## src/design/fpts_pkg.sv

```systemverilog
// shared codes and field widths of the frame periodic task scheduler
// depends on nothing
`default_nettype none
package fpts_pkg;

    localparam int FIELD_W = 32;
    localparam int SLOT_W  = 4;
    localparam int PRIO_W  = 8;
    localparam int ACT_W   = 3;
    localparam int KIND_W  = 2;

    typedef logic [ACT_W-1:0]  action_t;
    typedef logic [KIND_W-1:0] kind_t;

    // actions
    localparam action_t ACT_INS_ABS  = 3'd0;
    localparam action_t ACT_INS_NEXT = 3'd1;
    localparam action_t ACT_TICK     = 3'd2;
    localparam action_t ACT_KILL     = 3'd3;
    localparam action_t ACT_SET_PER  = 3'd4;
    localparam action_t ACT_KILL_ALL = 3'd5;
    localparam action_t ACT_SET_CNT  = 3'd6;

    // result kinds
    localparam kind_t KIND_INS  = 2'd0;
    localparam kind_t KIND_RUN  = 2'd1;
    localparam kind_t KIND_ACK  = 2'd2;
    localparam kind_t KIND_FULL = 2'd3;

endpackage
`default_nettype wire

```

## src/design/fpts_ram.sv

```systemverilog
// generic simple dual port ram, one write port, one registered read port
// depends on nothing
`default_nettype none
module fpts_ram #(
    parameter int WIDTH = 8,
    parameter int DEPTH = 16
) (
    input  wire logic                     clk,
    input  wire logic                     we,
    input  wire logic [$clog2(DEPTH)-1:0] waddr,
    input  wire logic [WIDTH-1:0]         wdata,
    input  wire logic [$clog2(DEPTH)-1:0] raddr,
    output logic      [WIDTH-1:0]         rdata
);

    logic [WIDTH-1:0] mem [DEPTH];

    // write port
    always_ff @(posedge clk)
    begin
        if (we)
        begin
            mem[waddr] <= wdata;
        end
    end

    // registered read
    always_ff @(posedge clk)
    begin
        rdata <= mem[raddr];
    end

endmodule
`default_nettype wire

```

## src/design/frame_periodic_task_scheduler.sv

```systemverilog
// frame periodic task scheduler: insert, kill, set period and tick a table of periodic tasks
// also kill all and set the frame counter; single commands answer via S_RESULT, kill or set
// period of a valid slot via S_RMW; kill all sweeps each slot; a tick scans the ram per pick
// one item at a time; the single read port of the task ram sets the scan length
// reset (rst_n low, async) clears valid bits, frame counter and insertion stamp
// task ram contents are not cleared; entries are used only while valid
`default_nettype none
module frame_periodic_task_scheduler
    import fpts_pkg::*;
#(
    parameter int MAX_TASKS = 16,
    parameter int PRIO_BITS = 8
) (
    input  wire logic         clk,
    input  wire logic         rst_n,
    input  wire logic         s_axis_tvalid,
    output logic              s_axis_tready,
    // start_frame, end_frame, period, priority_req, task_tag, slot, zero pad
    input  wire logic [143:0] s_axis_tdata,
    // action
    input  wire logic [2:0]   s_axis_tuser,
    output logic              m_axis_tvalid,
    input  wire logic         m_axis_tready,
    // run_tag, run_slot, frame, idle, zero pad
    output logic [71:0]       m_axis_tdata,
    // kind
    output logic [1:0]        m_axis_tuser,
    // last
    output logic              m_axis_tlast
);

    localparam int IW    = $clog2(MAX_TASKS);
    localparam int CW    = IW + 1;
    localparam int REC_W = 5 * FIELD_W + PRIO_BITS;

    typedef logic [IW-1:0]        idx_t;
    typedef logic [CW-1:0]        cnt_t;
    typedef logic [PRIO_BITS-1:0] prio_t;
    typedef logic [MAX_TASKS-1:0] mask_t;

    typedef struct packed {
        logic [FIELD_W-1:0] next_f;
        logic [FIELD_W-1:0] end_f;
        logic [FIELD_W-1:0] period;
        logic [FIELD_W-1:0] tag;
        logic [FIELD_W-1:0] stamp;
        prio_t              prio;
    } rec_t;

    localparam cnt_t CNT_FULL = cnt_t'(MAX_TASKS);
    localparam cnt_t CNT_LAST = cnt_t'(MAX_TASKS - 1);

    // states
    localparam logic [3:0] S_IDLE    = 4'd0;
    localparam logic [3:0] S_RESULT  = 4'd1;
    localparam logic [3:0] S_RMW     = 4'd2;
    localparam logic [3:0] S_KALL_RD = 4'd3;
    localparam logic [3:0] S_KALL_WR = 4'd4;
    localparam logic [3:0] S_SCAN    = 4'd5;
    localparam logic [3:0] S_PICK    = 4'd6;
    localparam logic [3:0] S_DONE    = 4'd7;

    logic [3:0]          state_reg, state_next;
    mask_t               valid_reg, valid_next;
    mask_t               done_reg, done_next;
    mask_t               expire_reg, expire_next;
    logic [FIELD_W-1:0]  fc_reg, fc_next;
    logic [FIELD_W-1:0]  stamp_reg, stamp_next;
    cnt_t                cnt_reg, cnt_next;
    logic                chk_vld_reg, chk_vld_next;
    idx_t                chk_idx_reg, chk_idx_next;
    logic                have_best_reg, have_best_next;
    idx_t                best_idx_reg, best_idx_next;
    logic [FIELD_W-1:0]  best_age_reg, best_age_next;
    prio_t               best_prio_reg, best_prio_next;
    rec_t                best_rec_reg, best_rec_next;
    idx_t                op_idx_reg, op_idx_next;
    logic [FIELD_W-1:0]  op_val_reg, op_val_next;
    logic                op_kill_reg, op_kill_next;
    kind_t               res_kind_reg, res_kind_next;
    logic [SLOT_W-1:0]   res_slot_reg, res_slot_next;
    logic [FIELD_W-1:0]  res_frame_reg, res_frame_next;
    logic                ov_reg, ov_next;
    kind_t               okind_reg, okind_next;
    logic [FIELD_W-1:0]  otag_reg, otag_next;
    logic [SLOT_W-1:0]   oslot_reg, oslot_next;
    logic [FIELD_W-1:0]  oframe_reg, oframe_next;
    logic                oidle_reg, oidle_next;
    logic                olast_reg, olast_next;

    // ram ports
    logic                ram_we;
    idx_t                ram_waddr, ram_raddr;
    rec_t                ram_wrec, rd_rec;
    logic [REC_W-1:0]    ram_rdata;

    // input fields
    action_t             in_action;
    logic [FIELD_W-1:0]  in_start, in_end, in_period, in_tag;
    logic [PRIO_W-1:0]   in_prio;
    logic [SLOT_W-1:0]   in_slot;
    logic [15:0]         in_prio_wide;
    idx_t                in_idx;
    logic                slot_ok, in_acc, out_free;

    // free slot search and scan checks
    logic                free_found;
    idx_t                free_idx;
    logic [FIELD_W-1:0]  chk_age;
    logic                chk_elig, chk_beat, chk_exp;

    assign in_action    = s_axis_tuser;
    assign in_start     = s_axis_tdata[31:0];
    assign in_end       = s_axis_tdata[63:32];
    assign in_period    = s_axis_tdata[95:64];
    assign in_prio      = s_axis_tdata[103:96];
    assign in_tag       = s_axis_tdata[135:104];
    assign in_slot      = s_axis_tdata[139:136];
    assign in_prio_wide = {8'd0, in_prio};
    assign in_idx       = idx_t'(in_slot);
    assign slot_ok      = ({28'd0, in_slot} < 32'(MAX_TASKS));

    assign s_axis_tready = (state_reg == S_IDLE);
    assign in_acc        = s_axis_tvalid && s_axis_tready;
    assign out_free      = !ov_reg || m_axis_tready;

    assign m_axis_tvalid = ov_reg;
    assign m_axis_tdata  = {3'd0, oidle_reg, oframe_reg, oslot_reg, otag_reg};
    assign m_axis_tuser  = okind_reg;
    assign m_axis_tlast  = olast_reg;

    // lowest free slot
    always_comb
    begin
        free_found = 1'b0;
        free_idx   = '0;
        for (int i = MAX_TASKS - 1; i >= 0; i--)
        begin
            if (!valid_reg[i])
            begin
                free_found = 1'b1;
                free_idx   = idx_t'(i);
            end
        end
    end

    // checks on the entry read back during a scan
    assign rd_rec   = rec_t'(ram_rdata);
    assign chk_age  = stamp_reg - rd_rec.stamp;
    assign chk_elig = valid_reg[chk_idx_reg] && !done_reg[chk_idx_reg]
                      && (rd_rec.next_f == fc_reg) && !(rd_rec.end_f < fc_reg);
    assign chk_beat = !have_best_reg || (rd_rec.prio > best_prio_reg)
                      || ((rd_rec.prio == best_prio_reg) && (chk_age > best_age_reg));
    assign chk_exp  = valid_reg[chk_idx_reg] && (fc_reg != '1)
                      && (rd_rec.end_f <= fc_reg);

    // control and datapath
    always_comb
    begin
        state_next     = state_reg;
        valid_next     = valid_reg;
        done_next      = done_reg;
        expire_next    = expire_reg;
        fc_next        = fc_reg;
        stamp_next     = stamp_reg;
        cnt_next       = cnt_reg;
        chk_vld_next   = 1'b0;
        chk_idx_next   = chk_idx_reg;
        have_best_next = have_best_reg;
        best_idx_next  = best_idx_reg;
        best_age_next  = best_age_reg;
        best_prio_next = best_prio_reg;
        best_rec_next  = best_rec_reg;
        op_idx_next    = op_idx_reg;
        op_val_next    = op_val_reg;
        op_kill_next   = op_kill_reg;
        res_kind_next  = res_kind_reg;
        res_slot_next  = res_slot_reg;
        res_frame_next = res_frame_reg;
        ov_next        = ov_reg && !m_axis_tready;
        okind_next     = okind_reg;
        otag_next      = otag_reg;
        oslot_next     = oslot_reg;
        oframe_next    = oframe_reg;
        oidle_next     = oidle_reg;
        olast_next     = olast_reg;
        ram_we         = 1'b0;
        ram_waddr      = op_idx_reg;
        ram_wrec       = rd_rec;
        ram_raddr      = in_idx;

        unique case (state_reg)
            S_IDLE:
            begin
                if (in_acc)
                begin
                    res_kind_next  = KIND_ACK;
                    res_slot_next  = '0;
                    res_frame_next = fc_reg;
                    state_next     = S_RESULT;
                    unique case (in_action) inside
                        ACT_INS_ABS, ACT_INS_NEXT:
                        begin
                            if (free_found)
                            begin
                                ram_we          = 1'b1;
                                ram_waddr       = free_idx;
                                ram_wrec.next_f = (in_action == ACT_INS_ABS) ?
                                                  in_start : fc_reg + 32'd1;
                                ram_wrec.end_f  = in_end;
                                ram_wrec.period = in_period;
                                ram_wrec.tag    = in_tag;
                                ram_wrec.stamp  = stamp_reg;
                                ram_wrec.prio   = in_prio_wide[PRIO_BITS-1:0];
                                valid_next[free_idx] = 1'b1;
                                stamp_next      = stamp_reg + 32'd1;
                                res_kind_next   = KIND_INS;
                                res_slot_next   = SLOT_W'(free_idx);
                            end
                            else
                            begin
                                res_kind_next = KIND_FULL;
                            end
                        end
                        ACT_TICK:
                        begin
                            done_next      = '0;
                            expire_next    = '0;
                            have_best_next = 1'b0;
                            cnt_next       = '0;
                            state_next     = S_SCAN;
                        end
                        ACT_KILL, ACT_SET_PER:
                        begin
                            op_idx_next  = in_idx;
                            op_val_next  = in_period;
                            op_kill_next = (in_action == ACT_KILL);
                            if (slot_ok && valid_reg[in_idx])
                            begin
                                state_next = S_RMW;
                            end
                        end
                        ACT_KILL_ALL:
                        begin
                            cnt_next   = '0;
                            state_next = S_KALL_RD;
                        end
                        ACT_SET_CNT:
                        begin
                            fc_next        = in_start;
                            res_frame_next = in_start;
                        end
                        default:
                        begin
                        end
                    endcase
                end
            end

            // single result of a non-tick action
            S_RESULT:
            begin
                if (out_free)
                begin
                    ov_next     = 1'b1;
                    okind_next  = res_kind_reg;
                    otag_next   = '0;
                    oslot_next  = res_slot_reg;
                    oframe_next = res_frame_reg;
                    oidle_next  = ~|valid_reg;
                    olast_next  = 1'b1;
                    state_next  = S_IDLE;
                end
            end

            // read data of the addressed slot is here: modify and write back
            S_RMW:
            begin
                ram_we    = 1'b1;
                ram_waddr = op_idx_reg;
                if (op_kill_reg)
                begin
                    ram_wrec.end_f = fc_reg;
                end
                else
                begin
                    ram_wrec.period = op_val_reg;
                end
                state_next = S_RESULT;
            end

            // kill all sweep, read phase
            S_KALL_RD:
            begin
                ram_raddr  = cnt_reg[IW-1:0];
                state_next = S_KALL_WR;
            end

            // kill all sweep, write phase
            S_KALL_WR:
            begin
                ram_we         = valid_reg[cnt_reg[IW-1:0]];
                ram_waddr      = cnt_reg[IW-1:0];
                ram_wrec.end_f = fc_reg;
                cnt_next       = cnt_reg + cnt_t'(1);
                state_next     = (cnt_reg == CNT_LAST) ? S_RESULT : S_KALL_RD;
            end

            // one pass over the ram for the best due task
            S_SCAN:
            begin
                ram_raddr = cnt_reg[IW-1:0];
                if (cnt_reg != CNT_FULL)
                begin
                    chk_vld_next = 1'b1;
                    chk_idx_next = cnt_reg[IW-1:0];
                    cnt_next     = cnt_reg + cnt_t'(1);
                end
                if (chk_vld_reg)
                begin
                    expire_next[chk_idx_reg] = chk_exp;
                    if (chk_elig && chk_beat)
                    begin
                        have_best_next = 1'b1;
                        best_idx_next  = chk_idx_reg;
                        best_age_next  = chk_age;
                        best_prio_next = rd_rec.prio;
                        best_rec_next  = rd_rec;
                    end
                end
                else if (cnt_reg == CNT_FULL)
                begin
                    state_next = have_best_reg ? S_PICK : S_DONE;
                end
            end

            // emit the picked task and advance its next frame
            S_PICK:
            begin
                if (out_free)
                begin
                    ov_next         = 1'b1;
                    okind_next      = KIND_RUN;
                    otag_next       = best_rec_reg.tag;
                    oslot_next      = SLOT_W'(best_idx_reg);
                    oframe_next     = fc_reg;
                    oidle_next      = ~|(valid_reg & ~expire_reg);
                    olast_next      = 1'b0;
                    ram_we          = 1'b1;
                    ram_waddr       = best_idx_reg;
                    ram_wrec        = best_rec_reg;
                    ram_wrec.next_f = fc_reg + best_rec_reg.period;
                    done_next[best_idx_reg] = 1'b1;
                    have_best_next  = 1'b0;
                    cnt_next        = '0;
                    state_next      = S_SCAN;
                end
            end

            // frame done: drop expired tasks, advance the counter
            S_DONE:
            begin
                if (out_free)
                begin
                    ov_next     = 1'b1;
                    okind_next  = KIND_ACK;
                    otag_next   = '0;
                    oslot_next  = '0;
                    oframe_next = fc_reg;
                    oidle_next  = ~|(valid_reg & ~expire_reg);
                    olast_next  = 1'b1;
                    valid_next  = valid_reg & ~expire_reg;
                    fc_next     = fc_reg + 32'd1;
                    state_next  = S_IDLE;
                end
            end

            default:
            begin
                state_next = S_IDLE;
            end
        endcase
    end

    // control registers
    always_ff @(posedge clk or negedge rst_n)
    begin
        if (!rst_n)
        begin
            state_reg     <= S_IDLE;
            valid_reg     <= '0;
            fc_reg        <= '0;
            stamp_reg     <= '0;
            ov_reg        <= 1'b0;
            chk_vld_reg   <= 1'b0;
            have_best_reg <= 1'b0;
        end
        else
        begin
            state_reg     <= state_next;
            valid_reg     <= valid_next;
            fc_reg        <= fc_next;
            stamp_reg     <= stamp_next;
            ov_reg        <= ov_next;
            chk_vld_reg   <= chk_vld_next;
            have_best_reg <= have_best_next;
        end
    end

    // payload registers
    always_ff @(posedge clk)
    begin
        done_reg      <= done_next;
        expire_reg    <= expire_next;
        cnt_reg       <= cnt_next;
        chk_idx_reg   <= chk_idx_next;
        best_idx_reg  <= best_idx_next;
        best_age_reg  <= best_age_next;
        best_prio_reg <= best_prio_next;
        best_rec_reg  <= best_rec_next;
        op_idx_reg    <= op_idx_next;
        op_val_reg    <= op_val_next;
        op_kill_reg   <= op_kill_next;
        res_kind_reg  <= res_kind_next;
        res_slot_reg  <= res_slot_next;
        res_frame_reg <= res_frame_next;
        okind_reg     <= okind_next;
        otag_reg      <= otag_next;
        oslot_reg     <= oslot_next;
        oframe_reg    <= oframe_next;
        oidle_reg     <= oidle_next;
        olast_reg     <= olast_next;
    end

    // task table
    fpts_ram #(
        .WIDTH(REC_W),
        .DEPTH(MAX_TASKS)
    ) u_task_ram (
        .clk   (clk),
        .we    (ram_we),
        .waddr (ram_waddr),
        .wdata (ram_wrec),
        .raddr (ram_raddr),
        .rdata (ram_rdata)
    );

endmodule
`default_nettype wire

```

## config.mk

```make
export PLATFORM = sky130hd
export DESIGN_NAME = frame_periodic_task_scheduler
export DESIGN_NICKNAME = d
export VERILOG_FILES = /design/src/design/fpts_pkg.sv /design/src/design/fpts_ram.sv /design/src/design/frame_periodic_task_scheduler.sv
export SDC_FILE = /design/constraint.sdc
export NUM_CORES = 2
export LEC_CHECK = 0
export BUFFER_PORTS_ARGS = -buffer_cell sky130_fd_sc_hd__buf_2
export CORE_MARGIN = 5
export CORE_UTILIZATION = 42
export DETAILED_ROUTE_END_ITERATION = 16
export PLACE_DENSITY = 0.68
export SKIP_LAST_GASP = 1
export SYNTH_ARGS = -nofsm -noshare
export SYNTH_HDL_FRONTEND = slang
export SYNTH_SLANG_ARGS = --single-unit
```

## constraint.sdc

```tcl
create_clock -name clk -period 31.4 [get_ports clk]
set_input_delay 4.71 -clock clk [delete_from_list [all_inputs] [get_ports clk]]
set_output_delay 4.71 -clock clk [all_outputs]
set_load 0.02 [all_outputs]
```

* Word level (Yosys, flattened, before mapping) *
Memories as Yosys holds them, arrays and structs flattened. A register that Yosys moved wholly into a read port is not among the register bits.
Cells that the tools add are included.

word-level totals
  bits in registers = 447
  bits in latches = 0
  RAM bits = 2688
  memory bits (read-only) = 0
  bits of input ports = 151
  output and inout bits = 77
  word-level logic and storage cells = 273
  memories = 1

memories
  name            words  bits a word  rd ports  clocked after Yosys merged registers in  wr ports  line            source
  u_task_ram.mem  16     168          1         1                                        1         fpts_ram.sv:16  logic [WIDTH-1:0] mem [DEPTH];

operators by class
  $add $sub $neg = 5
  multipliers = 0
  divide/modulo/power cells = 0
  magnitude comparators = 12
  eq/ne operators = 34
  shift-type cells = 0
  muxes and demuxes = 130
  bitwise logic cells = 4
  reductions and logical operators = 57

operators with widths
  operator                                                               count
  168-bit 2-to-1 mux                                                     4
  32-bit 2-to-1 mux                                                      10
  32-bit case mux with 2 select lines                                    4
  72-bit case mux with 2 select lines                                    1
  16-bit 2-to-1 mux                                                      8
  32-bit case mux with 4 select lines                                    1
  4-bit 2-to-1 mux                                                       28
  16-bit case mux with 2 select lines                                    3
  32-bit case mux with 3 select lines                                    1
  32-bit by 1-bit adder with 32-bit output (second input constant)       2
  1-bit 2-to-1 mux                                                       42
  32-bit adder                                                           1
  32-bit equality test                                                   1
  32-bit > comparator                                                    1
  32-bit <= comparator                                                   1
  32-bit < comparator                                                    1
  32-bit != test (second input constant)                                 1
  16-bit bitwise OR                                                      2
  16-bit OR reduction                                                    2
  32-bit subtractor                                                      1
  4-bit case mux with 7 select lines                                     1
  4-bit by 5-bit < comparator with 1-bit output (second input constant)  5
  4-bit case mux with 3 select lines                                     2
  5-bit 2-to-1 mux                                                       4
  other kinds (42)                                                       115

* Logic depth before layout (Yosys ltp) *
  depth after elaboration = 25
  gate-level depth with buffers = 22

* Hierarchy *
A second synthesis with hierarchy kept.

second synthesis, totals
  cell total of the unflattened synthesis = 7176
  area, all modules = 132221.8 um^2

modules (own cells, without submodules)
  module                         times used  cells each  area each (um^2)  seq. area each (um^2)
  fpts_ram                       1           4387        104262.5          84080.6
  frame_periodic_task_scheduler  1           2789        27959.3           12962.4

* Worst setup path after synthesis *
Ideal clock, no wire load.

  kind = register to register
  from = reg stamp_reg[0]
  to = reg best_age_reg[0], enable pin
  library setup time = 806 ps
  data arrival time = 13228 ps
  required time = 30594 ps
  path slack = 17366 ps
  cell stages (with the launch flop) = 22
  buffers on the path = 0
  cell sequence = dfrtp_1 inv_1 ha_1 inv_1 fa_1 a211oi_1 nor2_1 o21a_1 nand4_1 nand2b_1 a221o_1 a2111oi_0 o21bai_1 xor2_1 ha_1 nand4_1 nor3_1 nor2_1 o21ai_0 a21oi_1 or4_1 a31oi_1

between the ends
  longest elaborated chain between the ends = 6

RTL lines
  element                        line                                  source
  from (decl)                    frame_periodic_task_scheduler.sv:68   logic [FIELD_W-1:0] stamp_reg, stamp_next;
  from (signal assigned)         frame_periodic_task_scheduler.sv:403  stamp_reg <= stamp_next;
  32-bit subtractor              frame_periodic_task_scheduler.sv:149  assign chk_age = stamp_reg - rd_rec.stamp;
  net chk_age[30]                frame_periodic_task_scheduler.sv:109  logic [FIELD_W-1:0] chk_age;
  32-bit > comparator            frame_periodic_task_scheduler.sv:153  || ((rd_rec.prio == best_prio_reg) && (chk_age > best_age_reg));
  1-bit logical AND              frame_periodic_task_scheduler.sv:153
  1-bit logical OR               frame_periodic_task_scheduler.sv:153
  1-bit logical AND              frame_periodic_task_scheduler.sv:322  if (chk_elig && chk_beat)
  3-bit AND reduction (no line)  n/a
  to (signal assigned)           frame_periodic_task_scheduler.sv:418  best_age_reg <= best_age_next;
  to (decl)                      frame_periodic_task_scheduler.sv:74   logic [FIELD_W-1:0] best_age_reg, best_age_next;

The timed path passes the listed nets, and every way through them passes these cells.
A chain may end at the register's enable or synchronous reset.

* Worst setup path in the final report *
  from = in s_axis_tuser[1]
  to = mem u_task_ram.mem[2][68] in the netlist's numbering, enable pin

between the ends
  longest elaborated chain between the ends = 7

RTL lines
  element                                                                                               line                                  source
  from (decl)                                                                                           frame_periodic_task_scheduler.sv:21   input wire logic [2:0] s_axis_tuser,
  3-bit by 1-bit equality test with 1-bit output (no line) / 3-bit logical NOT (equally long branches)  n/a
  2-bit OR reduction (*)                                                                                frame_periodic_task_scheduler.sv:201  unique case (in_action) inside
  1-bit 2-to-1 mux                                                                                      frame_periodic_task_scheduler.sv:201
  1-bit 2-to-1 mux                                                                                      frame_periodic_task_scheduler.sv:195  if (in_acc)
  1-bit case mux with 4 select lines                                                                    frame_periodic_task_scheduler.sv:192  unique case (state_reg)
  1-bit 2-to-1 mux                                                                                      fpts_ram.sv:21                        if (we)
  1-bit 2-to-1 mux (implied by the code)                                                                fpts_ram.sv:23                        mem[waddr] <= wdata;
  to (decl)                                                                                             fpts_ram.sv:16

Every way passes the cells marked *; elsewhere a longest branch is shown, timed or not.

==> impl_metrics.env <==
export IMPL_root_buffer="clkbuf_16"
export IMPL_layout_common_cells="edfxtp_1 (3,048), mux4_2 (692), nand2_1 (626)"
export IMPL_io_pins=228
export IMPL_coreArea_mm2=0.315
export IMPL_final_core_util_pct=47.3
export IMPL_endpoint_kind="flop"
export IMPL_hp_class="reg2reg"
export IMPL_vias_per_cell=6.02
export IMPL_largest_reg_flops=2688
export IMPL_cts_hold_buf=0
export IMPL_grt_start_max_net_pins=144
export IMPL_power_density_mw_per_mm2=97.4
export IMPL_worst_path_max_fanout=46
export IMPL_ys_ff_latch=3302
export IMPL_final_hold_viol_count=0
export IMPL_period_share_pct=32.4
export IMPL_drt_wirelength_per_cell_um=28.0
export IMPL_run_status="completed"
export IMPL_start_util_pct=42.1
export IMPL_synth_edf_count=3048
export IMPL_period_minus_slack_ns=10.17
export IMPL_finalMaxSlewViolations=0
export IMPL_grt_ovfl_total=0
export IMPL_cts_setup_buffers=0
export IMPL_drt_iter0_markers=10100
export IMPL_power_mw=14.5
export IMPL_cts_buffers_inserted=325
export IMPL_clock_sinks=3302
export IMPL_ys_flop_type="edfxtp_1"
export IMPL_placement_setup_worst_slack_ns=20.56
export IMPL_fin_skew_ns=0.0690
export IMPL_design_area_mm2=0.149
export IMPL_antenna_found_initial=19
export IMPL_syn_area_mm2=0.133
export IMPL_critPathLaunchType="primary input"
export IMPL_clock_latency_ns=0.89
export IMPL_first_pass_iters=10
export IMPL_drt_total_wl_mm=338
export IMPL_die_h_um=572
export IMPL_setup_tns_ns=0
export IMPL_maxCapViolations=0
export IMPL_syn_mean_instance_area_um2=18.0
export IMPL_vdd_drop_max_mv=0.0839
export IMPL_drtAntennaViolNets=0
export IMPL_setup_violations=0
export IMPL_syn2layout_area_growth_pct=12.3
export IMPL_cts_clk_slew_worst_paths_ns=0.06
export IMPL_cp_data_required_time_ns=31.83
export IMPL_synth_warning_count=0
export IMPL_hold_ws_ns=0.416
export IMPL_cts_resized=0
export IMPL_die_area_mm2=0.327
export IMPL_seq_area_frac_synth_pct=73.2
export IMPL_fmax_ghz=0.0983
export IMPL_finalWeightedCongestion=0.934
export IMPL_slew_headroom_pct=17.4
export IMPL_final_nets=7909
export IMPL_synthDistinctLibCells=84
export IMPL_dp_cells=11400
export IMPL_tightestPinTransition_ns=1.23
export IMPL_rsz0062_at_grt="no"
export IMPL_syn_inst=7352
export IMPL_tritoncts="built"
export IMPL_setup_ws_ns=21.23
export IMPL_arrival_ns=10.61
export IMPL_drc_errors=0
export IMPL_final_common_cell="edfxtp_1"
export IMPL_final_layout_size_suffix_gt1_share_pct=20.4
export IMPL_fp_row_count=206
export IMPL_dp_hpwl_mm=185
export IMPL_grt_pass1_vias=71700
export IMPL_vias=72500
export IMPL_clockBufferDepth=4
export IMPL_synthArstFlopShare_pct=2.60
export IMPL_placed_area_mm2=0.138
export IMPL_leakagePower_nw=49.0
export IMPL_critPathKind="in2reg"
export IMPL_ctsHtreeMaxLevel=5
export IMPL_fin_cells=12100
export IMPL_io_buffers=220
export IMPL_grt_use_total_pct=20.2
export IMPL_dieWidth_um=572
export IMPL_grt_pass1_wl_mm=492
==> per-layer routing <==
layer  GRT usage (%)  vias to the layer above  routed length, um
met5               0                        -                 25
met4            5.57                        4               9360
met3            3.79                      564              34600
met2            31.1                     4054             155000
met1            29.6                    37800             139000
li1                -                    30100                  -
==> critical path, cell delays in order <==
cell	delay, ns
buf_2	0.17
nor2_1	0.20
o41ai_2	0.18
or2_2	0.31
buf_4	0.33
a21oi_4	0.43
nand2_2	0.11
a21oi_1	0.24
and2_1	0.19
nand2b_1	0.26
nor2_4	0.81
buf_4	0.88
buf_4	0.85
buf_4	0.77
==> cells by family (layout without fill, tap and decap cells) <==
family | after synthesis | in the layout | synth area share, %
xor gates and xnor gates | 147 | 147 | 0.971
AOI/OAI and AO/OA | 1088 | 1088 | 5.58
muxes | 742 | 742 | 12.2
and+or+nand+nor | 1284 | 1284 | 4.53
other | 1 | 13 | 0.00283
adders and majority gates | 141 | 141 | 1.34
buffers and inverters | 647 | 1173 | 2.18
DFF | 3302 | 3302 | 73.2
==> synthesized netlist by cell type, drive strengths merged (17+ instances only) <==
| cell type | count | area, um2 |
|---|---|---|
| edfxtp | 3048 | 91500 |
| mux4 | 692 | 15600 |
| nand2 | 630 | 2380 |
| clkbuf | 246 | 926 |
| inv | 212 | 796 |
| and2 | 207 | 1290 |
| a211oi | 202 | 1520 |
| o21ai | 195 | 976 |
| buf | 188 | 1150 |
| a31oi | 185 | 1160 |
| a21oi | 179 | 907 |
| dfxtp | 168 | 3360 |
| nor2 | 147 | 557 |
| ha | 139 | 1740 |
| a222oi | 105 | 1050 |
| xnor2 | 99 | 867 |
| dfrtp | 86 | 2150 |
| nand3 | 83 | 415 |
| nand2b | 50 | 313 |
| xor2 | 48 | 420 |
| a21o | 46 | 345 |
| nand4 | 39 | 244 |
| a221oi | 37 | 324 |
| mux2 | 36 | 405 |
| nor3 | 36 | 185 |
| o22ai | 29 | 181 |
| nor2b | 27 | 169 |
| a221o | 21 | 210 |
| and3 | 19 | 119 |
| nor4 | 17 | 113 |
==> final cells by class <==
| class | instances | area, um2 |
|---|---|---|
| antenna | 10 | 25.0 |
| clock buffer | 445 | 8940 |
| clock inverter | 145 | 1500 |
| fill | 25700 | 166000 |
| inverter | 213 | 812 |
| multi-input combinational | 3405 | 32900 |
| sequential | 3302 | 97000 |
| tap | 4160 | 5200 |
| timing repair buffer | 370 | 2440 |
==> where the power goes <==
| group | internal, mW | leakage [nW] | switching [mW] |
|---|---|---|---|
| combinational | 1.55 | 13.9 | 2.74 |
| clock | 2.20 | 5.07 | 1.64 |
| sequential | 6.08 | 30.0 | 0.305 |
| total | 9.83 | 49.0 | 4.68 |
==> path summary, 6_finish.rpt <==
check	startpoint	endpoint	slack [ns]	cells past startpoint
worst max-delay path	s_axis_tuser[1]	u_task_ram.mem[2][68]	21.23	14
worst min-delay path	u_task_ram.rdata[89]	best_rec_reg[89]	0.42	0
worst max register to register	state_reg[1]	u_task_ram.mem[2][68]	24.13	15
worst min register to register	u_task_ram.rdata[89]	best_rec_reg[89]	0.42	0
max in group asynchronous	rst_n	fc_reg[23]	26.30	2
min in group asynchronous	rst_n	valid_reg[6]	3.96	1
(Power assumes the default switching activity.)
